[src/design/sef_pkg.sv]
`default_nettype none
// ----------------------------------------------------------------------------
// sef_pkg
// Shared types and constants of the selectable EMA, low-pass and median filter.
// ----------------------------------------------------------------------------
package sef_pkg;

    localparam int CNT_W      = 5;
    localparam int GAIN_BITS  = 24;
    localparam int FRAC_EXTRA = 8;
    localparam int DT_W       = 20;
    localparam int P_W        = 40;
    localparam int W_W        = 60;
    localparam int DEN_W      = 61;
    localparam int C_W        = 19;

    localparam logic [C_W-1:0]   TWO_PI_Q16   = 19'd411775;
    localparam logic [DEN_W-1:0] UNIT_SCALED  = 61'd65536000000000;
    localparam logic [DT_W-1:0]  DEFAULT_STEP = 20'd20000;
    localparam logic [DT_W-1:0]  MAX_STEP     = 20'd1000000;
    localparam logic [19:0]      MIN_CUTOFF   = 20'd100;
    localparam logic [16:0]      ALPHA_ONE    = 17'd65536;

    localparam logic [1:0] MODE_EMA = 2'd0;
    localparam logic [1:0] MODE_LP  = 2'd1;

    localparam logic [1:0] REG_MODE   = 2'd0;
    localparam logic [1:0] REG_WEIGHT = 2'd1;
    localparam logic [1:0] REG_WINDOW = 2'd2;
    localparam logic [1:0] REG_CUTOFF = 2'd3;

    typedef enum logic [7:0] {
        ST_IDLE  = 8'b0000_0001,
        ST_PREP  = 8'b0000_0010,
        ST_MUL   = 8'b0000_0100,
        ST_DINIT = 8'b0000_1000,
        ST_DIV   = 8'b0001_0000,
        ST_UPD   = 8'b0010_0000,
        ST_SORT  = 8'b0100_0000,
        ST_PICK  = 8'b1000_0000
    } sef_state_t;

    typedef struct packed {
        logic load;
        logic sort_load;
        logic mul0;
        logic mul_lo;
        logic mul_hi;
        logic div_init;
        logic div_step;
        logic update;
        logic sort_step;
        logic phase;
        logic shift;
        logic emit;
    } sef_cmd_t;

    typedef struct packed {
        logic             mode_med;
        logic             mode_lp;
        logic [CNT_W-1:0] half;
    } sef_sts_t;

endpackage : sef_pkg
`default_nettype wire

[src/design/sef_ctrl.sv]
`default_nettype none
// ----------------------------------------------------------------------------
// sef_ctrl
// Sequencer: steps the datapath through one item and hands off the result.
// ----------------------------------------------------------------------------
module sef_ctrl import sef_pkg::*; #(
    parameter int WINDOW_DEPTH = 21
) (
    input  wire logic     aclk,
    input  wire logic     aresetn,
    input  wire logic     in_valid,
    output logic          in_ready,
    input  wire logic     out_free,
    input  wire sef_sts_t sts,
    output sef_cmd_t      cmd
);

    localparam logic [CNT_W-1:0] SORT_LAST = CNT_W'(WINDOW_DEPTH - 1);
    localparam logic [CNT_W-1:0] DIV_LAST  = CNT_W'(GAIN_BITS - 1);

    sef_state_t       state_reg, state_next;
    logic [CNT_W-1:0] cnt_reg, cnt_next;
    logic             done_reg, done_next;

    assign in_ready = (state_reg == ST_IDLE) && !done_reg;

    always_comb begin
        state_next = state_reg;
        cnt_next   = cnt_reg;
        done_next  = done_reg;
        cmd        = '0;
        cmd.phase  = cnt_reg[0];
        unique case (state_reg)
            ST_IDLE: begin
                if (done_reg) begin
                    if (out_free) begin
                        cmd.emit  = 1'b1;
                        done_next = 1'b0;
                    end
                end else if (in_valid) begin
                    cmd.load   = 1'b1;
                    state_next = ST_PREP;
                end
            end
            ST_PREP: begin
                cnt_next = '0;
                if (sts.mode_med) begin
                    cmd.sort_load = 1'b1;
                    state_next    = ST_SORT;
                end else if (sts.mode_lp) begin
                    cmd.mul0   = 1'b1;
                    state_next = ST_MUL;
                end else begin
                    state_next = ST_UPD;
                end
            end
            ST_MUL: begin
                if (cnt_reg == '0) begin
                    cmd.mul_lo = 1'b1;
                    cnt_next   = cnt_reg + 1'b1;
                end else begin
                    cmd.mul_hi = 1'b1;
                    state_next = ST_DINIT;
                end
            end
            ST_DINIT: begin
                cmd.div_init = 1'b1;
                cnt_next     = '0;
                state_next   = ST_DIV;
            end
            ST_DIV: begin
                cmd.div_step = 1'b1;
                if (cnt_reg == DIV_LAST) begin
                    state_next = ST_UPD;
                end else begin
                    cnt_next = cnt_reg + 1'b1;
                end
            end
            ST_UPD: begin
                cmd.update = 1'b1;
                done_next  = 1'b1;
                state_next = ST_IDLE;
            end
            ST_SORT: begin
                cmd.sort_step = 1'b1;
                if (cnt_reg == SORT_LAST) begin
                    cnt_next   = '0;
                    state_next = ST_PICK;
                end else begin
                    cnt_next = cnt_reg + 1'b1;
                end
            end
            ST_PICK: begin
                if (cnt_reg == sts.half) begin
                    done_next  = 1'b1;
                    state_next = ST_IDLE;
                end else begin
                    cmd.shift = 1'b1;
                    cnt_next  = cnt_reg + 1'b1;
                end
            end
            default: begin
                state_next = ST_IDLE;
            end
        endcase
    end

    always_ff @(posedge aclk) begin
        if (!aresetn) begin
            state_reg <= ST_IDLE;
            cnt_reg   <= '0;
            done_reg  <= 1'b0;
        end else begin
            state_reg <= state_next;
            cnt_reg   <= cnt_next;
            done_reg  <= done_next;
        end
    end

    a_accept_to_prep: assert property (@(posedge aclk) disable iff (!aresetn)
        (in_valid && in_ready) |=> (state_reg == ST_PREP))
        else $error("accepted beat did not start the sequence");
    a_div_bound: assert property (@(posedge aclk) disable iff (!aresetn)
        (state_reg == ST_DIV) |-> (cnt_reg <= DIV_LAST))
        else $error("divider ran past its last step");
    a_pick_bound: assert property (@(posedge aclk) disable iff (!aresetn)
        (state_reg == ST_PICK) |-> (cnt_reg <= sts.half))
        else $error("median pick ran past the middle");

endmodule : sef_ctrl
`default_nettype wire

[config.mk]
export PLATFORM = sky130hd
export DESIGN_NAME = sef_ctrl
export DESIGN_NICKNAME = d
export VERILOG_FILES = /design/src/design/sef_pkg.sv /design/src/design/sef_ctrl.sv
export SDC_FILE = /design/constraint.sdc
export NUM_CORES = 1
export LEC_CHECK = 0
export ABC_AREA = 1
export BUFFER_PORTS_ARGS = -buffer_cell sky130_fd_sc_hd__buf_2
export CAP_MARGIN = 10
export CORE_MARGIN = 1
export CORE_UTILIZATION = 40
export DETAILED_ROUTE_END_ITERATION = 7
export GPL_ROUTABILITY_DRIVEN = 0
export PLACE_DENSITY_LB_ADDON = 0.08
export SLEW_MARGIN = 25
export SYNTH_ARGS = -nofsm -noshare
export SYNTH_HDL_FRONTEND = slang
export SYNTH_SLANG_ARGS = --single-unit
[constraint.sdc]
create_clock -name aclk -period 1.88 [get_ports aclk]
set_clock_uncertainty 0.15 [all_clocks]
set_input_delay 0.376 -clock aclk [delete_from_list [all_inputs] [get_ports aclk]]
set_output_delay 0.376 -clock aclk [all_outputs]
set_load 0.005 [all_outputs]
After elaboration in Yosys (flattened, before gate mapping)
Cells that the tools add are included.
{"block": "classes", "n_eq_ne": 20, "muxes": 37, "n_reduce_logical": 9, "add_sub_neg": 1}
{"op": "8-bit two-way mux", "n": 7}
{"op": "8-bit case mux with 7 select lines", "n": 1}
{"op": "5-bit case mux with 5 select lines", "n": 1}
{"op": "1-bit two-way mux", "n": 20}
{"op": "5-bit two-way mux", "n": 4}
{"op": "2-bit != test (second input constant)", "n": 9}
{"op": "5-bit equality test (second input constant)", "n": 2}
{"op": "8-bit by 1-bit equality test with 1-bit output (second input constant)", "n": 1}
{"op": "8-bit by 2-bit equality test with 1-bit output (second input constant)", "n": 1}
{"op": "8-bit by 3-bit equality test with 1-bit output (second input constant)", "n": 1}
{"op": "8-bit by 4-bit equality test with 1-bit output (second input constant)", "n": 1}
{"op": "8-bit by 5-bit equality test with 1-bit output (second input constant)", "n": 1}
{"op": "8-bit by 6-bit equality test with 1-bit output (second input constant)", "n": 1}
{"op": "8-bit by 7-bit equality test with 1-bit output (second input constant)", "n": 1}
{"op": "8-bit equality test (second input constant)", "n": 1}
{"op": "6-bit two-way mux", "n": 1}
{"op": "6-bit AND reduction", "n": 1}
{"op": "5-bit by 1-bit adder with 5-bit output (second input constant)", "n": 1}
{"op": "5-bit equality test", "n": 1}
{"op": "5-bit zero test", "n": 1}
{"op": "5-bit nonzero test", "n": 1}
{"op": "2-bit two-way mux", "n": 2}
{"op": "4-bit AND reduction", "n": 1}
{"op": "1-bit case mux with 3 select lines", "n": 1}
{"op": "5 further kinds", "n": 5}
{"block": "word_totals", "out_inout_bits": 13, "regBits": 14}

Depth between registers and ports, before layout
Gate-level depths: netlist (run 1).
{"block": "depth", "ltp_word": 4, "mapped_depth": 12}

Worst setup path after synthesis (run 1)
OpenSTA, ideal clock, no wires.
{"block": "synth_timing", "path_kind": "register -> register", "startpoint": "register cnt_reg[0]", "endpoint": "register state_reg[2]", "stages_incl_launch_ff": 11, "t_required_ns": 1.617, "path_slack_ns": 0.324, "t_arrival_ns": 1.292, "path_cell_list": "dfxtp_1 -> inv_1 -> ha_1 -> nand4_1 -> inv_1 -> nand2_1 -> nand2_1 -> nor2_1 -> nand2_2 -> o21ai_1 -> nor2_1"}
{"block": "synth_between", "elab_chain_len": 3, "elab_cells_between_ends": 9, "cone_classes": "eq/ne: 7; reduce/logical: 2"}
{"element": "start: declaration", "line": "sef_ctrl.sv:22", "rtl": "logic [CNT_W-1:0] cnt_reg, cnt_next;"}
{"element": "start signal: assignment", "line": "sef_ctrl.sv:115", "rtl": "cnt_reg <= cnt_next;"}
{"element": "5-bit equality test (tied with other cells)", "line": "sef_ctrl.sv:94", "rtl": "if (cnt_reg == sts.half) begin"}
{"element": "2-bit != test (no source line)"}
{"element": "6-bit AND reduction (no source line) (*)"}
{"element": "end signal: assignment", "line": "sef_ctrl.sv:114", "rtl": "state_reg <= state_next;"}
{"element": "end: declaration", "line": "sef_ctrl.sv:21", "rtl": "sef_state_t state_reg, state_next;"}
Mark *: on every way between the ends. The rest lies on a longest branch, timed or not.
A chain may end at the register's enable or synchronous reset.

==> reports/results.txt, run 1 <==
Outcome: finished with violations
Failing checks: setup timing
Routed Antenna Nets: 0
Cell Pwr Density: 966.4 nW/um^2
Die height: 54.17 um
Critical Path Slowest Stage Cell: dfxtp_4
Root Driver: clkbuf_4
Core area: 2522 um^2
P&R area growth vs syn: 31.61%
H-tree depth: 1
Critical Path RT: 1.35 ns
Peak fanout along the critical path: 3
Hold Crit Start: aresetn
WP buf/inv: 3
Setup TNS Final: -0.01725 ns
DR vias/cell: 4.963
Critical-path cell list: nor2_4, nand2_2, buf_6, nor2_4, nand2_2, inv_1, buf_2
Antenna diode count: 0
CTS Buffer Depth: 2
Design Area, Final: 1433 um^2
Hold Vio Cnt, Final: 0
Filler cells: 241
CP Capture Type: output port
Mapped Nets: 193
FF-to-FF path depth: 11
Buffers added on ports: 23
Final net count: 225
Ports: 24
VDD IR max: 0.0006044 V
Most frequent cell after synthesis: nand2_1
Area contributors post-synth: dfxtp_1 26%, nand2_1 17%, inv_1 10%, nor2_1 7.9%, nand3_1 5.5%
Ys async rst share: 0
Fmax achieved: 528.3 MHz
Syn avg cell area: 6.047 um^2
Post-route setup slack: -0.01298 ns
Placed wire-length estimate: 2047 um
Die area: 2934 um^2
Clock buffer count from CTS: 3
Critical path type: flop to output port
Count of final max-slew check failures: 0
Ratio of cells with drive above 1 in the final layout: 0.4286
Initial antenna violation count: 0
EDFF count, synth: 0
Yosys cell types: 24
Critical Path Source: state_reg[5]
Largest net degree at the start of global routing: 9
Unrepaired setup endpoints after global routing: yes
# DRC: 0
Post-layout minimum cycle time: 1.893 ns
Worst Max-Slew Pin Slew: 0.2392 ns
Clock-pin slew of the registers on the worst-case setup and hold paths: 0.09 ns
Reg-to-Reg Start: state_reg[5]
Area leader, netlist: dfxtp_1
WL/cell: 11.55 um
Final worst-path cycle share: 1.007
Row count: 18
CP delay by family, top: simple AND/OR/NAND/NOR gates
Flops & latches, synth: 14
DRC marker count from the first detailed-route iteration: 27
Final wirelength: 2772 um
Vias in the first global route: 1042
Clock tree sinks: 14
Worst Path Arrival: 1.37 ns
Clock Latency Late Sink: 0.28 ns
Via total after detailed routing: 1191
Mapped Cells: 180
Post-DP Area: 1216 um^2
Worst path max stage delay: 0.37 ns
Final total power: 1.385 mW
Hold Path Class: input pin to flop
Drt first pass iters: 4
Count of final setup violators: 2
CP Depth: 7
Synth cell count leaders: 48 x nand2_1, 29 x inv_1, 23 x nor2_1
Hold path depth: 2
Hold slack: 0.2045 ns
Grt ovf: 0
Synthesized area: 1089 um^2
Leakage Power: 0.7402 nW
TritonCTS clock tree: done
Synthesis warning total: 0
Slew HR: 0.8403
Die X: 54.17 um
Yosys top cell area share: 0.2575
Maxcap violations: 0
Crit path launch type: flop
Synth Flop Type: dfxtp_1
Seq/Total Area, Yosys: 0.2575
First-pass GRT wire length: 4381 um
Max reg flops: 8
Starting density of the core: 0.4315
Hold buffer count at cts: 0
Tot GR Track Use: 0.2116
[cells in the final DEF, fill, tap and decap left out, drive strengths merged]
cell type	count
xnor2	2
dfxtp	14
nand2	50
a21oi	10
o211ai	1
a31oi	1
inv	34
o21ai	4
clkbuf	3
buf	31
nand3	14
xor2	3
nor3	5
ha	2
nor2	33
nand4	3
[routing by layer]
metal	vias up	GRT usage	wire, um
met5	-	0	0
met4	0	0.06838	34
met3	4	0.04237	113
met2	28	0.4065	1470
met1	542	0.2245	1153
li1	617	-	-
[power breakdown]
group	internal [mW]	leakage (nW)	switching (mW)
clock network	0.0744	0.0138	0.104
registers	0.363	0.120	0.0811
logic	0.301	0.607	0.461
total	0.739	0.740	0.646
[per-stage QoR]
step           instances  utilization  setup WS, ns
6_report             240       0.5680      -0.01298
5_1_grt              240       0.5680       -0.1137
4_1_cts              237       0.5342      -0.01714
3_5_place_dp         229       0.4821        0.1136
3_3_place_gp         229       0.4821        0.1226
2_1_floorplan        180            -        0.3245
[worst paths after layout]
check	to	slack (ns)
setup / recovery	cmd[8]	-0.01
hold / removal	state_reg[0]	0.20
setup reg to reg	cnt_reg[2]	0.05
hold reg to reg	cnt_reg[3]	0.36
[cell type report]
type	count	area [um^2]	area share
clock buffers	3	22.52	0.01572
inverters	34	127.6	0.08908
multi-input cells	128	759.5	0.5301
flip-flops and latches	14	306.5	0.2140
well taps	30	37.54	0.02620
repair buffers	31	178.9	0.1249
[cell families (layout without fill, tap and decap cells)]
logic type | count (synthesis) | after routing | share of synthesized area
AND/OR/NAND/NOR | 105 | 105 | 0.4621
buffers and inverters | 38 | 68 | 0.1402
AO/OA/AOI/OAI | 16 | 16 | 0.07701
flip-flops | 14 | 14 | 0.2575
XOR/XNOR | 5 | 5 | 0.04024
adder cells (fa/ha/maj) | 2 | 2 | 0.02298
[timing repair]
| item | CTS | global route |
|---|---|---|
| buffers inserted | 5 | 3 |
| gates resized for setup | 27 | 24 |
| endpoints found under the hold margin | 0 | 0 |
| pin swaps | 9 | 16 |
| gates cloned | 0 | 0 |
| endpoints found under the setup margin | 8 | 12 |
Power figures use the tool's default switching activity.
==> inputs of run 2 (changes only) <==
--- a/config.mk
+++ b/config.mk
@@ -10,5 +10,5 @@
 export CAP_MARGIN = 10
 export CORE_MARGIN = 1
-export CORE_UTILIZATION = 40
+export CORE_UTILIZATION = 38
 export DETAILED_ROUTE_END_ITERATION = 7
 export GPL_ROUTABILITY_DRIVEN = 0
--- a/constraint.sdc
+++ b/constraint.sdc
@@ -3,3 +3,3 @@
 set_input_delay 0.376 -clock aclk [delete_from_list [all_inputs] [get_ports aclk]]
 set_output_delay 0.376 -clock aclk [all_outputs]
-set_load 0.005 [all_outputs]
+set_load 0.05 [all_outputs]
==> reports/results.txt, run 2 (synthesized netlist as in run 1, its figures left out) <==
Clock tree sinks: 14 (unchanged)
Post-route setup slack: -0.06072 ns (was -0.01298 ns)
Final net count: 242 (was 225)
Critical path type: flop to output port (unchanged)
Die height: 55.52 um (was 54.17 um)
P&R area growth vs syn: 59.77% (was 31.61%)
CP Capture Type: output port (unchanged)
Multi-input gate area: 822.0 um^2 (was 759.5 um^2)
GR met2 Demand/Resource: 0.3356 (was 0.4065)
Clock-pin slew of the registers on the worst-case setup and hold paths: 0.08 ns (was 0.09 ns)
Commonest non-fill, non-tap cell in the layout: nand2_1 (unchanged)
Outcome: finished with violations (unchanged)
Max reg flops: 8 (unchanged)
Hold buffer count at cts: 0 (unchanged)
Critical Path Source: state_reg[2] (was state_reg[5])
M1 GR Usage: 0.2355 (was 0.2245)
Maxcap violations: 0 (unchanged)
Core area: 2734 um^2 (was 2522 um^2)
Final wirelength: 3003 um (was 2772 um)
Failing checks: setup timing (unchanged)
Fin cells: 258 (was 240)
Crit path launch type: flop (unchanged)
Post-layout minimum cycle time: 1.941 ns (was 1.893 ns)
Die X: 55.52 um (was 54.17 um)
Placed wire-length estimate: 2094 um (was 2047 um)
Hold Vio Cnt, Final: 0 (unchanged)
Count of final setup violators: 8 (was 2)
Filler cells: 241 (unchanged)
DR vias/cell: 4.833 (was 4.963)
Clock network power share: 0.090 (was 0.129)
Initial antenna violation count: 0 (unchanged)
Peak fanout along the critical path: 4 (was 3)
Grt met3 use: 0.02810 (was 0.04237)
Worst Path Arrival: 1.41 ns (was 1.37 ns)
Leakage Power: 0.8393 nW (was 0.7402 nW)
Row count: 19 (was 18)
TritonCTS clock tree: done (unchanged)
Hold slack: 0.2227 ns (was 0.2045 ns)
VDD IR max: 0.001168 V (was 0.0006044 V)
First-pass GRT wire length: 4698 um (was 4381 um)
WL/cell: 11.64 um (was 11.55 um)
Clock buffer count from CTS: 3 (unchanged)
Ratio of cells with drive above 1 in the final layout: 0.4978 (was 0.4286)
Vias in the first global route: 1123 (was 1042)
Net Sw Power: 0.8674 mW (was 0.6457 mW)
Logic pwr share: 0.655 (was 0.550)
Fmax achieved: 515.3 MHz (was 528.3 MHz)
Pre-CTS WS: 0.03778 ns (was 0.1136 ns)
Buffers added on ports: 23 (unchanged)
# DRC: 0 (unchanged)
DRC marker count from the first detailed-route iteration: 41 (was 27)
Routed Antenna Nets: 0 (unchanged)
Ports: 24 (unchanged)
Reg-to-reg slack, setup: 0.06 ns (was 0.05 ns)
Slew HR: 0.8121 (was 0.8403)
Clock Latency Late Sink: 0.27 ns (was 0.28 ns)
Internal power: 0.9265 mW (was 0.7388 mW)
FF-to-FF path depth: 12 (was 11)
Critical path capture point: cmd[11] (was cmd[8])
Grt ovf: 0 (unchanged)
Hold Path Class: input pin to flop (unchanged)
Layer with the highest usage: met2 (unchanged)
Net Sw Frac: 0.4835 (was 0.4664)
Unrepaired setup endpoints after global routing: yes (unchanged)
Via total after detailed routing: 1247 (was 1191)
CTS Buffer Depth: 2 (unchanged)
Tot GR Track Use: 0.1935 (was 0.2116)
Antenna diode count: 0 (unchanged)
Starting density of the core: 0.3982 (was 0.4315)
Sequential Power Share: 0.255 (was 0.321)
Drt first pass iters: 4 (unchanged)
Cell Pwr Density: 1032 nW/um^2 (was 966.4 nW/um^2)
Reg-to-Reg Start: state_reg[2] (was state_reg[5])
H-tree depth: 1 (unchanged)
Final total power: 1.794 mW (was 1.385 mW)
Final worst-path cycle share: 1.032 (was 1.007)
Placed insts: 232 (was 229)
Worst Max-Slew Pin Slew: 0.2790 ns (was 0.2392 ns)
Register area: 304.0 um^2 (was 306.5 um^2)
Most frequent cells in the layout: 41 x nand2_1, 21 x buf_4, 18 x inv_1, 17 x nor2_1, 16 x inv_2 (was 41 x nand2_1, 23 x buf_2, 22 x inv_1, 19 x nor2_1, 12 x inv_2)
Count of final max-slew check failures: 0 (unchanged)
Largest net degree at the start of global routing: 9 (unchanged)
Fin util: 0.6362 (was 0.5680)
Critical Path RT: 1.35 ns (about the same)
Worst reg2reg endpoint: state_reg[2] (was cnt_reg[2])
Root Driver: clkbuf_4 (unchanged)
Hold path depth: 2 (unchanged)
Die area: 3082 um^2 (was 2934 um^2)
==> run 2: cell count changes in the layout (fill, tap and decap cells not counted), sizes merged <==
cell,previous run,this run
buf,31,48
==> run 2: area by class of cell <==
cell class | instances | share of cell area
Sequential cell | 14 | 0.1748
Inverter | 34 | 0.07338
Timing Repair Buffer | 48 | 0.2439
Multi-Input combinational cell | 128 | 0.4727
Tap cell | 31 | 0.02230
Clock buffer | 3 | 0.01295
==> run 2: layer usage <==
metal / part of all wire / up-vias
met2: 0.52 / 25
met3: 0.026 / 4
met1: 0.44 / 564
li1: - / 654
met5: 0 / -
met4: 0.012 / 0
==> run 2: worst min-delay path by stage <==
stage	startpoint	to	slack, ns
finish	aresetn	state_reg[0]	0.22
global route	aresetn	state_reg[0]	0.21
CTS	aresetn	state_reg[0]	0.22
detailed placement	cnt_reg[3]	cnt_reg[3]	0.35
global placement	cnt_reg[3]	cnt_reg[3]	0.33
floorplan	cnt_reg[3]	cnt_reg[3]	0.31
==> run 2: power by group through the flow <==
| stage | Combinational [mW] | Sequential, mW | Clock (mW) |
|---|---|---|---|
| CTS | 1.02 | 0.445 | 0.167 |
| floorplan | 0.649 | 0.414 | 0 |
| detailed placement | 0.806 | 0.431 | 0 |
| global route | 1.28 | 0.462 | 0.186 |
| global placement | 0.802 | 0.427 | 0 |
| finish | 1.18 | 0.458 | 0.161 |
==> run 2: repair_timing <==
action,4_1_cts,5_1_grt
buffers inserted,14,9
endpoints found under the setup margin,12,14
resized for setup,62,31
pin swaps,13,18
cloned,0,0
==> run 2: critical path: stages (launching register included) <==
cell	delay, ns
dfxtp_4	0.37
nor2_4	0.18
nand3_4	0.10
nor2_4	0.11
inv_2	0.07
nor3_4	0.12
buf_6	0.18
==> run 2: per-stage QoR <==
step	area, um^2	setup TNS (ns)
global placement	1251	0
floorplan	1107	-0.3874
finish	1739	-0.2350
detailed placement	1251	0
global route	1739	-0.9705
CTS	1553	-0.1900
==> inputs of run 3 (changes only) <==
BUFFER_PORTS_ARGS = -buffer_cell sky130_fd_sc_hd__clkbuf_2   (was -buffer_cell sky130_fd_sc_hd__buf_2)
==> reports/results.txt, run 3 (synthesized netlist as in run 1, its figures left out) <==
FF-to-FF path depth: 12 (unchanged)
Hold Path Class: input pin to flop (unchanged)
Critical Path Source: state_reg[1] (was state_reg[2])
Critical Path RT: 1.35 ns (about the same)
Ratio of cells with drive above 1 in the final layout: 0.4912 (was 0.4978)
Count of final max-slew check failures: 0 (unchanged)
H-tree depth: 1 (unchanged)
CTS Buffer Depth: 2 (unchanged)
Outcome: finished with violations (unchanged)
Maxcap violations: 0 (unchanged)
Setup TNS Final: -0.2600 ns (was -0.2350 ns)
Fin util: 0.6421 (was 0.6362)
Hold buffer count at cts: 0 (unchanged)
Peak fanout along the critical path: 4 (unchanged)
Reg-to-Reg Start: state_reg[2] (unchanged)
Placed wire-length estimate: 2182 um (was 2094 um)
# DRC: 0 (unchanged)
Final worst-path cycle share: 1.033 (was 1.032)
CP Capture Type: output port (unchanged)
Unrepaired setup endpoints after global routing: yes (unchanged)
Final net count: 241 (was 242)
Critical path type: flop to output port (unchanged)
Buffers added on ports: 23 (unchanged)
Leakage Power: 0.8565 nW (was 0.8393 nW)
Most frequent cells in the layout: 41 x nand2_1, 21 x inv_1, 20 x buf_4, 17 x nor2_1 (was 41 x nand2_1, 21 x buf_4, 18 x inv_1, 17 x nor2_1, 16 x inv_2)
Core area: 2734 um^2 (unchanged)
Final wirelength: 3187 um (was 3003 um)
Worst path max stage delay: 0.34 ns (was 0.37 ns)
Clock tree sinks: 14 (unchanged)
Crit path launch type: flop (unchanged)
Post-DP Area: 1266 um^2 (was 1251 um^2)
Fmax achieved: 514.7 MHz (was 515.3 MHz)
DR vias/cell: 4.926 (was 4.833)
Hold Vio Cnt, Final: 0 (unchanged)
Row count: 19 (unchanged)
Design Area, Final: 1755 um^2 (was 1739 um^2)
Tot GR Track Use: 0.2033 (was 0.1935)
Die area: 3082 um^2 (unchanged)
Critical Path Slowest Stage Cell: dfxtp_2 (was dfxtp_4)
Reg-to-reg slack, setup: 0.08 ns (was 0.06 ns)
Post-route setup slack: -0.06296 ns (was -0.06072 ns)
Slew HR: 0.8095 (was 0.8121)
Routed Antenna Nets: 0 (unchanged)
Fin cells: 257 (was 258)
Critical path capture point: cmd[8] (was cmd[11])
First-pass GRT wire length: 4933 um (was 4698 um)
Critical-path cell list: nor2_4, nand3_4, nor2_4, nand2_2, inv_2, clkbuf_16 (was nor2_4, nand3_4, nor2_4, inv_2, nor3_4, buf_6)
Failing checks: setup timing (unchanged)
Clock Latency Late Sink: 0.27 ns (about the same)
Antenna diode count: 0 (unchanged)
VDD IR max: 0.001110 V (was 0.001168 V)
Grt ovf: 0 (unchanged)
Drt first pass iters: 4 (unchanged)
Starting density of the core: 0.3982 (unchanged)
Via total after detailed routing: 1266 (was 1247)
Initial antenna violation count: 0 (unchanged)
Ports: 24 (unchanged)
WL/cell: 12.40 um (was 11.64 um)
Commonest non-fill, non-tap cell in the layout: nand2_1 (unchanged)
Vias in the first global route: 1181 (was 1123)
Hold slack: 0.2318 ns (was 0.2227 ns)
Clock buffer count from CTS: 3 (unchanged)
Largest net degree at the start of global routing: 9 (unchanged)
Post-layout minimum cycle time: 1.943 ns (was 1.941 ns)
Worst Max-Slew Pin Slew: 0.2827 ns (was 0.2790 ns)
Cell Pwr Density: 1044 nW/um^2 (was 1032 nW/um^2)
Die height: 55.52 um (unchanged)
Root Driver: clkbuf_4 (unchanged)
Clock-pin slew of the registers on the worst-case setup and hold paths: 0.08 ns (about the same)
Placed insts: 234 (was 232)
Worst Path Arrival: 1.42 ns (was 1.41 ns)
CP dominant cell by count: nor2_4 (unchanged)
Die X: 55.52 um (unchanged)
TritonCTS clock tree: done (unchanged)
Worst reg2reg endpoint: state_reg[0] (was state_reg[2])
Max reg flops: 8 (unchanged)
P&R area growth vs syn: 61.26% (was 59.77%)
DRC marker count from the first detailed-route iteration: 48 (was 41)
Count of final setup violators: 7 (was 8)
-- run 3: critical path: cells and delay by family, from the launching register on --
family | cells | cell delay (ns)
AND/OR/NAND/NOR | 4 | 0.57
flip-flops | 1 | 0.34
buffers and inverters | 2 | 0.22
-- run 3: stage by stage --
stage,setup slack (ns),power (mW)
5_1_grt,-0.1407,1.950
3_3_place_gp,0.1057,1.240
6_report,-0.06296,1.832
4_1_cts,-0.08602,1.634
3_5_place_dp,0.04442,1.249
2_1_floorplan,-0.1420,1.063
-- run 3: area by class of cell --
class	count	area [um^2]
well taps	31	38.79
inverters	34	127.6
clock buffers	3	22.52
flip-flops and latches	14	304.0
multi-input cells	128	815.8
repair buffers	47	446.7
fillers	265	978.4
-- run 3: repair_timing --
action / 4_1_cts / 5_1_grt
pin swaps: 17 / 14
setup endpoints to repair: 12 / 21
buffers inserted: 12 / 10
gates cloned: 0 / 0
gates resized for setup: 63 / 30
-- run 3: metal layers --
layer | vias up | GRT usage | part of all wire
met2 | 36 | 0.3494 | 0.51
met3 | 8 | 0.02576 | 0.043
li1 | 648 | - | -
met1 | 574 | 0.2431 | 0.42
met5 | - | 0 | 0
met4 | 0 | 0.1143 | 0.025
-- run 3: worst min path at each step --
stage                     slack, ns  cells after the start            to       start
after floorplan                0.31                      2    cnt_reg[3]  cnt_reg[3]
after global placement         0.33                      2    cnt_reg[3]  cnt_reg[3]
after detailed placement       0.35                      2    cnt_reg[3]  cnt_reg[3]
after CTS                      0.22                      4      done_reg    out_free
after global routing           0.26                      2  state_reg[0]     aresetn
final                          0.23                      4      done_reg    out_free
-- run 3: power breakdown --
part,internal (mW),leakage (nW),switching [mW]
clock network,0.0741,0.0138,0.0911
logic,0.521,0.723,0.707
registers,0.368,0.119,0.0702
